===== config.mk =====
export PLATFORM = sky130hd
export DESIGN_NAME = amax_ctrl
export DESIGN_NICKNAME = d
export VERILOG_FILES = /design/src/hw/rtl/amax_pkg.sv /design/src/hw/rtl/amax_ctrl.sv
export SDC_FILE = /design/constraint.sdc
export NUM_CORES = 1
export LEC_CHECK = 0
export ABC_AREA = 0
export ABC_CLOCK_PERIOD_IN_PS = 3600
export BUFFER_PORTS_ARGS = -buffer_cell sky130_fd_sc_hd__buf_2
export CAP_MARGIN = 10
export CORE_AREA = 2 2 39 41
export CTS_CLUSTER_SIZE = 28
export DETAILED_ROUTE_END_ITERATION = 8
export DIE_AREA = 0 0 41 43
export GPL_TIMING_DRIVEN = 0
export PLACE_DENSITY_LB_ADDON = 0.05
export SETUP_SLACK_MARGIN = 0.4
export SYNTH_ARGS = -nofsm -noshare
export SYNTH_HDL_FRONTEND = slang
export SYNTH_SLANG_ARGS = --single-unit

===== constraint.sdc =====
create_clock -name clk -period 3.6 [get_ports clk]
set_input_delay 0.72 -clock clk [delete_from_list [all_inputs] [get_ports clk]]
set_output_delay 0.72 -clock clk [all_outputs]
set_load 0.1 [all_outputs]

===== src/hw/rtl/amax_pkg.sv =====
`timescale 1ns / 1ps
// ----------------------------------------------------------------------------
// amax_pkg
// Shared widths, defaults and controller/datapath command and status types
// for the execution-time vector max merge block.
// ----------------------------------------------------------------------------
package amax_pkg;

  localparam int VALUE_W          = 48;
  localparam int OPERAND_W        = 3;
  localparam int MAX_ELEMENTS_DEF = 16;
  localparam int OPERANDS_DEF     = 8;

  typedef struct packed {
    logic load;        // input request accepted this cycle
    logic scan_clr;    // start a new head scan
    logic scan_rd;     // read head of operand at scan index
    logic emit_elem;   // emit best head as merged element
    logic emit_cap;    // emit best head as final floor
    logic emit_floor;  // emit current floor as final floor
  } amax_cmd_t;

  typedef struct packed {
    logic start;       // accepted request closes the final operand
    logic found;       // a head above the floor was found
    logic cap;         // element budget down to its last entry
    logic out_free;    // result register can take a new request
  } amax_status_t;

endpackage


===== src/hw/rtl/amax_ctrl.sv =====
`timescale 1ns / 1ps
// ----------------------------------------------------------------------------
// amax_ctrl
// Controller: load phase, per-result head scan over all operands, and the
// decision to emit an element or the closing floor.
// ----------------------------------------------------------------------------
module amax_ctrl #(
  parameter int OPERANDS = amax_pkg::OPERANDS_DEF
) (
  input  logic                          clk,
  input  logic                          rst_n,
  input  logic                          in_valid,
  output logic                          in_ready,
  input  amax_pkg::amax_status_t        status,
  output amax_pkg::amax_cmd_t           cmd,
  output logic [$clog2(OPERANDS)-1:0]   scan_idx
);

  localparam int OW = $clog2(OPERANDS);

  localparam logic [1:0] ST_LOAD   = 2'd0;
  localparam logic [1:0] ST_SCAN   = 2'd1;
  localparam logic [1:0] ST_DRAIN  = 2'd2;
  localparam logic [1:0] ST_DECIDE = 2'd3;

  logic [1:0]    state_r;
  logic [1:0]    state_nxt;
  logic [OW-1:0] idx_r;
  logic [OW-1:0] idx_nxt;
  logic          idx_last;

  assign idx_last = (idx_r == OW'(OPERANDS - 1));
  assign scan_idx = idx_r;
  assign in_ready = (state_r == ST_LOAD);

  always_comb begin
    cmd       = '0;
    state_nxt = state_r;
    idx_nxt   = idx_r;
    unique case (state_r)
      ST_LOAD: begin
        cmd.load = in_valid;
        if (status.start) begin
          cmd.scan_clr = 1'b1;
          idx_nxt      = '0;
          state_nxt    = ST_SCAN;
        end
      end
      ST_SCAN: begin
        cmd.scan_rd = 1'b1;
        if (idx_last) begin
          state_nxt = ST_DRAIN;
        end else begin
          idx_nxt = idx_r + OW'(1);
        end
      end
      ST_DRAIN: begin
        state_nxt = ST_DECIDE;
      end
      ST_DECIDE: begin
        if (status.out_free) begin
          priority if (status.found && !status.cap) begin
            cmd.emit_elem = 1'b1;
            cmd.scan_clr  = 1'b1;
            idx_nxt       = '0;
            state_nxt     = ST_SCAN;
          end else if (status.found) begin
            cmd.emit_cap = 1'b1;
            state_nxt    = ST_LOAD;
          end else begin
            cmd.emit_floor = 1'b1;
            state_nxt      = ST_LOAD;
          end
        end
      end
      default: begin
        state_nxt = ST_LOAD;
      end
    endcase
  end

  always_ff @(posedge clk) begin
    if (!rst_n) begin
      state_r <= ST_LOAD;
      idx_r   <= '0;
    end else begin
      state_r <= state_nxt;
      idx_r   <= idx_nxt;
    end
  end

endmodule


# Word level (Yosys, flattened, before mapping)
# Index checks and enable logic that the tools add are counted.
[word_totals]
elab_cells = 39
regBits = 5
input_bits = 7
[op_classes]
muxes = 21
add_sub_neg = 1
eq_ne = 9
reduce_logical = 6
[ops]
columns = ["operator", "n"]
rows = [
  ["3-bit 2-to-1 mux", 6],
  ["3-bit case mux with 3 select lines", 1],
  ["1-bit 2-to-1 mux", 8],
  ["2-bit 2-to-1 mux", 4],
  ["2-bit inequality test (second input constant)", 4],
  ["2-bit case mux with 4 select lines", 1],
  ["5-bit AND reduction", 1],
  ["2-bit == test (second input constant)", 2],
  ["3-bit by 1-bit adder with 3-bit output (second input constant)", 1],
  ["3-bit == test (second input constant)", 1],
  ["3-bit AND reduction", 1],
  ["3-bit nonzero test", 1],
  ["2-bit by 1-bit == test with 1-bit output (second input constant)", 1],
  ["2-bit zero test", 1],
  ["2-bit by 1-bit inequality test with 1-bit output (second input constant)", 1],
  ["1-bit case mux with 2 select lines", 1],
  ["1-bit logical AND", 1],
  ["1-bit zero test", 1],
]

# Depth between registers and ports, before layout
# Gate-level depths: netlist of the first run.
[depth]
depth_word = 5
ltp_mapped = 5
ltp_nobuf = 5

# Worst setup path after synthesis of the first run
# No wires, ideal clock.
[synth_timing]
kind = "reg2out"
start = "register state_r[0]"
end = "output port cmd[4] (netlist bit)"
n_path_buf = 0
t_arrival_ps = 2835
required_ps = 2880
stages_incl_launch_ff = 6
path_slack_ps = 45
path_cell_list = "dfxtp_1 -> inv_1 -> ha_1 -> nand2_1 -> o21ai_0 -> nor2b_1"
[synth_rtl]
columns = ["element", "line_no", "source"]
rows = [
  ["from (decl)", "amax_ctrl.sv:26", "logic [1:0] state_r;"],
  ["from (signal assigned)", "amax_ctrl.sv:87", "state_r <= state_nxt;"],
  ["to (decl)", "amax_ctrl.sv:15", "output amax_pkg::amax_cmd_t cmd,"],
]

==> metrics.md, run 1 <==
| Metric | Value |
|---|---|
| Outcome | `completed` |
| Root buf cell | `clkbuf_4` |
| Max Slew Vio Count | `0` |
| Worst EP arrival | `1.79 ns` |
| All-Layer GR Usage | `13.4%` |
| Min Tclk post-route | `2.51 ns` |
| Die Wd | `41 um` |
| Relative slew slack | `67.6%` |
| First-pass GRT wire length | `1610 um` |
| Yosys top cell area share | `22.5%` |
| Clock transition at path regs | `0.04 ns` |
| CP startpoint | `state_r[1]` |
| DRT Pass-1 Iters | `4` |
| Final Setup Violations | `0` |
| Post-Syn Instances | `49` |
| Initial Utilization | `32.1%` |
| Worst-Margin Slew | `0.490 ns` |
| Placeable Area | `1380 sq um` |
| Worst r2r path cells | `5` |
| Vias per cell | `4.75` |
| Startpoint Class | `flop` |
| Port Buffers | `15` |
| Clock sink count | `5` |
| Num CTS Buffers | `3` |
| Async SR Flop Fraction | `0%` |
| Flops & latches, synth | `5` |
| Post-DP HPWL | `718 um` |
| Die height | `43 um` |
| Post-cts gate resize count | `0` |
| Fin crit share | `69.6%` |
| Mapped Nets | `63` |
| Cell taking the most area after synthesis | `dfxtp_1` |
| Commonest cells post-synth | `ha_1, nand2_1, dfxtp_1, inv_1, nor2_1` |
| # rows | `14` |
| Post-Syn Area | `444 sq um` |
| GP Congestion | `0.660` |
| Gr busiest metal | `met2` |
| HP Class | `reg -> reg` |
| Reg2Reg Launch Point | `state_r[1]` |
| Full die area | `1760 sq um` |
| Final Net Count | `83` |
| # H-tree levels | `1` |
| Post-CTS setup buffer count | `0` |
| Initial DRC count | `3` |
| Avg WL per Cell | `10.8 um` |
| Critical path buffers and inverters | `1` |
| Post-synthesis cell type count | `24` |
| Worst path cell trace | `ha_1 > nand2_1 > o21ai_0 > nor2b_2 > buf_2` |
| Routed via count | `399` |
| Max incr delay on CP | `0.43 ns` |
| Bufs on Longest Clock Path | `2` |
| Most frequent cell after synthesis | `ha_1` |
| Number of synthesized flops with an enable pin | `0` |
| Vias in the first global route | `395` |
| Crit-path slowest cell | `buf_2` |
| Yosys warning total | `0` |
| IO Pins | `17` |
| CP Capture Type | `output pin` |
| RSZ-0062 raised after global routing | `false` |
| Main synth FF type | `dfxtp_1` |
| Delay-heaviest family, CP | `buffers and inverters` |
| # DRC | `0` |
| Syn_area_per_cell | `9.06 sq um` |
| Max Fclk | `399 MHz` |
| GRT Residual Overflow | `0` |
| ANT nets after route | `0` |
| CTS tree | `built` |
| Post-layout util | `41.0%` |
| Flop2flop setup slack | `1.84 ns` |
| FF-to-FF End | `state_r[0]` |
| Drt total wl | `910 um` |
| # Max-Cap Violations | `0` |
| Fin. Hold Viols | `0` |
| Worst-path maximum fanout | `5` |
| Antenna cells | `0` |
| Worst-Skew Late Latency | `0.24 ns` |
| M2 GR Usage | `20.3%` |
| Hold-fix buffers at CTS | `0` |
| CP Data Required Time | `2.88 ns` |
| Setup TNS | `0 ns` |
| GR met3 Demand/Resource | `1.57%` |
| Register area share after synthesis | `22.5%` |
| Fin Clk Skew | `0.00263 ns` |
| Antenna violations before repair | `0` |
| Area grow syn2layout | `27.9%` |
| Met1 Usage GRT | `16.1%` |
| Largest net degree at the start of global routing | `9` |
| End point of the critical path | `cmd[4]` |
| Proportion of layout cells with a drive suffix above 1 | `35.3%` |
| Levels on crit path | `5` |
| CP Class | `reg -> out` |
| Top cells by area, synth | `dfxtp_1, ha_1, mux2i_1, a2111oi_4, nand2_1` |
==> final cells by class <==
type                            count  area, sq um
Multi-Input combinational cell     39          328
Sequential cell                     5          100
Buffer                              1         3.75
Timing Repair Buffer               15         75.1
Fill cell                         161          816
Tap cell                           16         20.0
Clock buffer                        4         26.3
Inverter                            4         15.0
==> cells by family after synthesis <==
kind of cell / synth area share (%)
flip-flops: 22.5
AND/OR/NAND/NOR: 29.0
multiplexers: 6.76
adder cells (fa/ha/maj): 19.7
buffers and inverters: 4.22
AO/OA/AOI/OAI: 17.7
==> worst register-to-register path, cell delays in order, from the launching register on <==
cell and delay (ns):
dfxtp_1 0.39, inv_1 0.11, ha_1 0.23, nor2b_2 0.20, or4_4 0.54, a221oi_2 0.21
==> cell usage in the layout, fill, tap and decap left out, drive strengths merged <==
cell and n:
buf 16, ha 7, nand2 6, dfxtp 5
inv 4, nor2 4, clkbuf 4, nor2b 4
mux2i 3, nand3 2, nand2b 1, o21ai 1
and2 1, a21o 1, a2111oi 1, nand3b 1
nor3 1, a311oi 1, or4 1, a221oi 1
or4b 1, o31ai 1, a21boi 1
==> per-stage QoR <==
step	cells	hold slack [ns]	worst slack [ns]	area, sq um
after floorplan	49	0.493	0.567	447
after global placement	80	0.473	1.12	542
after detailed placement	80	0.473	1.12	542
after CTS	84	0.490	1.05	568
after global routing	84	0.513	0.936	568
final	84	0.488	1.09	568
==> sequential cells by signal, indices dropped and copies added (netlist names) <==
name and cells:
scan_idx 3, state_r 2
==> worst min path at each step <==
stage                      from     endpoint  cells past startpoint  slack (ns)
finish              scan_idx[1]  scan_idx[1]                      2        0.49
global route        scan_idx[1]  scan_idx[1]                      2        0.51
CTS                 scan_idx[2]  scan_idx[2]                      2        0.49
detailed placement  scan_idx[1]  scan_idx[1]                      2        0.47
global placement    scan_idx[1]  scan_idx[1]                      2        0.47
floorplan            state_r[1]   state_r[1]                      2        0.49
==> layer usage <==
layer  part of all wire, %  routed length (um)  vias to the layer above
met1                    43                 392                      171
met5                     0                   0                        -
met3                   9.2                  84                        2
met4                  0.66                   6                        0
met2                    47                 427                       17
li1                      -                   -                      209
Power of run 1 is left out: the tool's default activity adds up to more than one toggle a clock period on the data nets, which glitch-free logic cannot reach.
==> run 2, diff against run 1 <==
--- a/config.mk
+++ b/config.mk
@@ -6,7 +6,7 @@
 export NUM_CORES = 1
 export LEC_CHECK = 0
 export ABC_AREA = 0
-export ABC_CLOCK_PERIOD_IN_PS = 3600
+export ABC_CLOCK_PERIOD_IN_PS = 2200
 export BUFFER_PORTS_ARGS = -buffer_cell sky130_fd_sc_hd__buf_2
 export CAP_MARGIN = 10
 export CORE_AREA = 2 2 39 41
==> constraint.sdc (replaced) <==
create_clock -name clk -period 2.2 [get_ports clk]
set_input_delay 0.44 -clock clk [delete_from_list [all_inputs] [get_ports clk]]
set_output_delay 0.44 -clock clk [all_outputs]
set_load 0.1 [all_outputs]
==> metrics.md, run 2 (synthesis gave the netlist of run 1 again) <==
| Metric | Value |
|---|---|
| Outcome | `completed` |
| Worst EP arrival | `1.30 ns` |
| Crit-path slowest cell | `dfxtp_2` |
| GP Congestion | `0.681` |
| Die height | `43 um` |
| Area grow syn2layout | `51.5%` |
| Min Tclk post-route | `1.74 ns` |
| Fin. Hold Viols | `0` |
| Setup TNS | `0 ns` |
| Final Net Count | `84` |
| Max Slew Vio Count | `0` |
| Hold-fix buffers at CTS | `0` |
| First-pass GRT wire length | `1440 um` |
| Fin Clk Skew | `0.00304 ns` |
| Vias per cell | `4.99` |
| Initial DRC count | `4` |
| Worst-path maximum fanout | `4` |
| DRT Pass-1 Iters | `4` |
| Startpoint Class | `flop` |
| Antenna violations before repair | `0` |
| Flop2flop setup slack | `0.51 ns` |
| Vias in the first global route | `368` |
| # H-tree levels | `1` |
| Worst-Skew Late Latency | `0.24 ns` |
| Avg WL per Cell | `11.1 um` |
| Num CTS Buffers | `3` |
| Max Fclk | `576 MHz` |
| Initial Utilization | `32.1%` |
| Bufs on Longest Clock Path | `2` |
| CP Capture Type | `output pin` |
| RSZ-0062 raised after global routing | `true` |
| GRT Residual Overflow | `0` |
| Fillers | `147` |
| # DRC | `0` |
| Clock sink count | `5` |
| Worst path cell trace | `ha_4 > nand2_4 > o21ai_2 > nor2b_4 > buf_12` |
| Post-DP HPWL | `741 um` |
| # Max-Cap Violations | `0` |
| Proportion of layout cells with a drive suffix above 1 | `59.4%` |
| Most frequent cells in the layout | `buf_2, buf_4, nand2_1, ha_1` |
| Routed via count | `424` |
| Relative slew slack | `67.9%` |
| Fin crit share | `78.9%` |
| CTS tree | `built` |
| CP Class | `reg -> out` |
| Worst-Margin Slew | `0.485 ns` |
| # rows | `14` |
| Full die area | `1760 sq um` |
| Root buf cell | `clkbuf_4` |
| Antenna cells | `0` |
| Largest net degree at the start of global routing | `9` |
| Die Wd | `41 um` |
| CP Data Required Time | `1.76 ns` |
| HP Class | `reg -> reg` |
| Max reg flops | `3` |
| Clock transition at path regs | `0.04 ns` |
| All-Layer GR Usage | `12.1%` |
| Commonest non-fill, non-tap cell in the layout | `buf_2` |
| Max incr delay on CP | `0.37 ns` |
| Port Buffers | `15` |
| Final Setup Violations | `0` |
| IO Pins | `17` |
| Placeable Area | `1380 sq um` |
| Drt total wl | `943 um` |
| ANT nets after route | `0` |
-- run 2: changes by cell type in the layout (fill, tap and decap cells not counted), sizes merged --
cell | previous run | this run
buf | 16 | 17
-- run 2: per-stage QoR --
step                area, sq um  instances  hold slack, ns  util, %  setup WS [ns]
global route                673         85           0.507     48.6          0.386
global placement            581         80           0.465     42.0          0.139
floorplan                   485         49           0.493        -          0.177
CTS                         652         84           0.474     47.1          0.330
detailed placement          581         80           0.465     42.0          0.136
finish                      673         85           0.468     48.6          0.463
-- run 2: worst paths after layout --
check	endpoint	cells after the start	start
worst max-delay path	cmd[4]	5	state_r[0]
worst min-delay path	scan_idx[2]	2	scan_idx[2]
worst max register to register	scan_idx[0]	5	scan_idx[0]
worst min register to register	scan_idx[2]	2	scan_idx[2]
-- run 2: final cells by class --
| type | count | area, sq um | share of cell area [%] |
|---|---|---|---|
| timing repair buffer | 16 | 110 | 16.4 |
| inverter | 4 | 17.5 | 2.60 |
| clock buffer | 4 | 26.3 | 3.90 |
| buffer | 1 | 3.75 | 0.558 |
| sequential | 5 | 114 | 16.9 |
| tap | 16 | 20.0 | 2.97 |
| multi-input combinational | 39 | 382 | 56.7 |
-- run 2: layer usage --
layer	wire (um)	vias up	track usage, %
li1	-	212	-
met4	4	0	8.00
met2	477	18	19.4
met5	0	-	0
met1	389	192	13.8
met3	73	2	2.09
-- run 2: worst max-delay path: cells and delay by family (launching register included) --
kind | cells | cell delay [ns]
DFF | 1 | 0.37
buffers and inverters | 1 | 0.18
adders and majority gates | 1 | 0.17
and+or+nand+nor | 2 | 0.23
AOI/OAI and AO/OA | 1 | 0.10
-- run 2: repair_timing --
item	4_1_cts	5_1_grt
endpoints found under the setup margin	7	4
gates resized for setup	15	6
buffers inserted	0	1
pin swaps	0	3
Power of run 2 is left out for the same reason.
==> run 3, diff against run 2 <==
--- a/config.mk
+++ b/config.mk
@@ -6,7 +6,7 @@
 export NUM_CORES = 1
 export LEC_CHECK = 0
 export ABC_AREA = 0
-export ABC_CLOCK_PERIOD_IN_PS = 2200
+export ABC_CLOCK_PERIOD_IN_PS = 1600
 export BUFFER_PORTS_ARGS = -buffer_cell sky130_fd_sc_hd__buf_2
 export CAP_MARGIN = 10
 export CORE_AREA = 2 2 39 41
==> constraint.sdc (replaced) <==
create_clock -name clk -period 1.6 [get_ports clk]
set_input_delay 0.32 -clock clk [delete_from_list [all_inputs] [get_ports clk]]
set_output_delay 0.32 -clock clk [all_outputs]
set_load 0.1 [all_outputs]
==> metrics.md, run 3 (synthesis gave the netlist of run 1 again) <==
| Metric | Value |
|---|---|
| Outcome | `finished, violations left` |
| Violated checks | `setup timing` |
| Hold Crit Depth | `3` |
| Worst path cell trace | `ha_4 > nand2_8 > o21ai_2 > nor2b_4 > buf_12` |
| Setup TNS | `-0.0608 ns` |
| Die Wd | `41 um` |
| Vias in the first global route | `443` |
| Total Power | `2.03 mW` |
| # rows | `14` |
| Port Buffers | `15` |
| Fin. Hold Viols | `0` |
| Setup ws final | `-0.0218 ns` |
| First-pass GRT wire length | `1730 um` |
| FF-to-FF End | `state_r[0]` |
| Routed via count | `448` |
| WHS Endpoint | `state_r[0]` |
| Worst-path maximum fanout | `3` |
| Fillers | `115` |
| Num CTS Buffers | `3` |
| # DRC | `0` |
| Commonest non-fill, non-tap cell in the layout | `buf_4` |
| GP Congestion | `0.666` |
| Worst EP arrival | `1.30 ns` |
| Initial Utilization | `32.1%` |
| CP Capture Type | `output pin` |
| # H-tree levels | `1` |
| Initial DRC count | `6` |
| Leak | `0.382 nW` |
| Crit-path slowest cell | `dfxtp_4` |
| Vias per cell | `4.82` |
| CTS tree | `built` |
| CP Class | `reg -> out` |
| Worst-Skew Late Latency | `0.24 ns` |
| HP Class | `in -> reg` |
| Peak VDD IR | `1.19 mV` |
| Max Fclk | `617 MHz` |
| Worst-Margin Slew | `0.399 ns` |
| Antenna cells | `0` |
| CP Data Required Time | `1.28 ns` |
| Final Setup Violations | `4` |
| Hold Crit Start | `rst_n` |
| Proportion of layout cells with a drive suffix above 1 | `68.8%` |
| ANT nets after route | `0` |
| Drt total wl | `1100 um` |
| Bufs on Longest Clock Path | `2` |
| Avg WL per Cell | `11.8 um` |
| Worst r2r path cells | `5` |
| Startpoint Class | `flop` |
| Antenna violations before repair | `0` |
| # Max-Cap Violations | `0` |
| Die height | `43 um` |
| Power Dens Cells | `2270 nW/um^2` |
| Placeable Area | `1380 sq um` |
| Clock sink count | `5` |
| All-Layer GR Usage | `14.8%` |
| Final Net Count | `92` |
| IO Pins | `17` |
| Largest net degree at the start of global routing | `9` |
| Most frequent cells in the layout | `buf_4, buf_12, buf_2` |
| Relative slew slack | `73.4%` |
| Cell Area, Placed | `632 sq um` |
| Post-layout util | `64.6%` |
| Root buf cell | `clkbuf_4` |
| Design area | `895 sq um` |
| Max reg flops | `3` |
| Full die area | `1760 sq um` |
| Fin Clk Skew | `0.00289 ns` |
| RSZ-0062 raised after global routing | `true` |
| DRT Pass-1 Iters | `2` |
| Max incr delay on CP | `0.38 ns` |
| Clock transition at path regs | `0.04 ns` |
| Area grow syn2layout | `101%` |
| Fin crit share | `101%` |
| Flop2flop setup slack | `-0.02 ns` |
| Reg2Reg Launch Point | `state_r[0]` |
| Max Slew Vio Count | `0` |
| Post-DP HPWL | `736 um` |
| Min Tclk post-route | `1.62 ns` |
| GRT Residual Overflow | `0` |
## run 3: timing repair
| item | CTS | global route |
|---|---|---|
| endpoints found under the setup margin | 15 | 13 |
| resized for setup | 40 | 6 |
| hold endpoints to repair | 0 | 0 |
| pin swaps | 5 | 7 |
| buffers inserted | 5 | 4 |
| hold buffers | 0 | 0 |
## run 3: how the worst max path moves through the flow
stage               start          to  cells past startpoint  slack [ns]
3_5_place_dp   state_r[1]      cmd[4]                      5       -0.17
4_1_cts        state_r[0]  state_r[0]                      5       -0.06
3_3_place_gp   state_r[1]      cmd[4]                      5       -0.16
5_1_grt        state_r[0]      cmd[4]                      5       -0.07
2_1_floorplan  state_r[0]      cmd[4]                      5       -0.18
6_report       state_r[0]      cmd[4]                      5       -0.02
## run 3: power breakdown
group          switching (mW)  internal (mW)  leakage (nW)  total (mW)
registers              0.0587          0.180        0.0441       0.238
clock network          0.0543         0.0944        0.0150       0.149
logic                   0.927          0.719         0.323        1.65
## run 3: routing by layer
layer	GRT usage, %	vias to the layer above	wire, um
li1	-	229	-
met1	14.6	202	431
met2	25.9	15	599
met3	2.09	2	50
met4	10.0	0	17
met5	0	-	0
## run 3: worst max-delay path: cells and delay by family, from the launching register on
family | cells | cell delay (ns)
buf+inv | 1 | 0.18
fa+ha+maj | 1 | 0.18
simple gates | 2 | 0.22
flops | 1 | 0.38
compound gates | 1 | 0.10
## run 3: cell type report
| type | instances | area, sq um | area share, % |
|---|---|---|---|
| Buffer | 1 | 3.75 | 0.420 |
| Sequential cell | 5 | 116 | 13.0 |
| Inverter | 4 | 22.5 | 2.52 |
| Multi-Input combinational cell | 39 | 435 | 48.7 |
| Tap cell | 16 | 20.0 | 2.24 |
| Timing Repair Buffer | 24 | 270 | 30.2 |
| Clock buffer | 4 | 26.3 | 2.94 |
## run 3: per-stage QoR
| stage | instances | worst slack (ns) | hold slack (ns) |
|---|---|---|---|
| floorplan | 49 | -0.178 | 0.509 |
| global placement | 80 | -0.164 | 0.457 |
| detailed placement | 80 | -0.167 | 0.456 |
| CTS | 89 | -0.0609 | 0.423 |
| global route | 93 | -0.0692 | 0.460 |
| finish | 93 | -0.0218 | 0.422 |
Power figures use the tool's default switching activity.
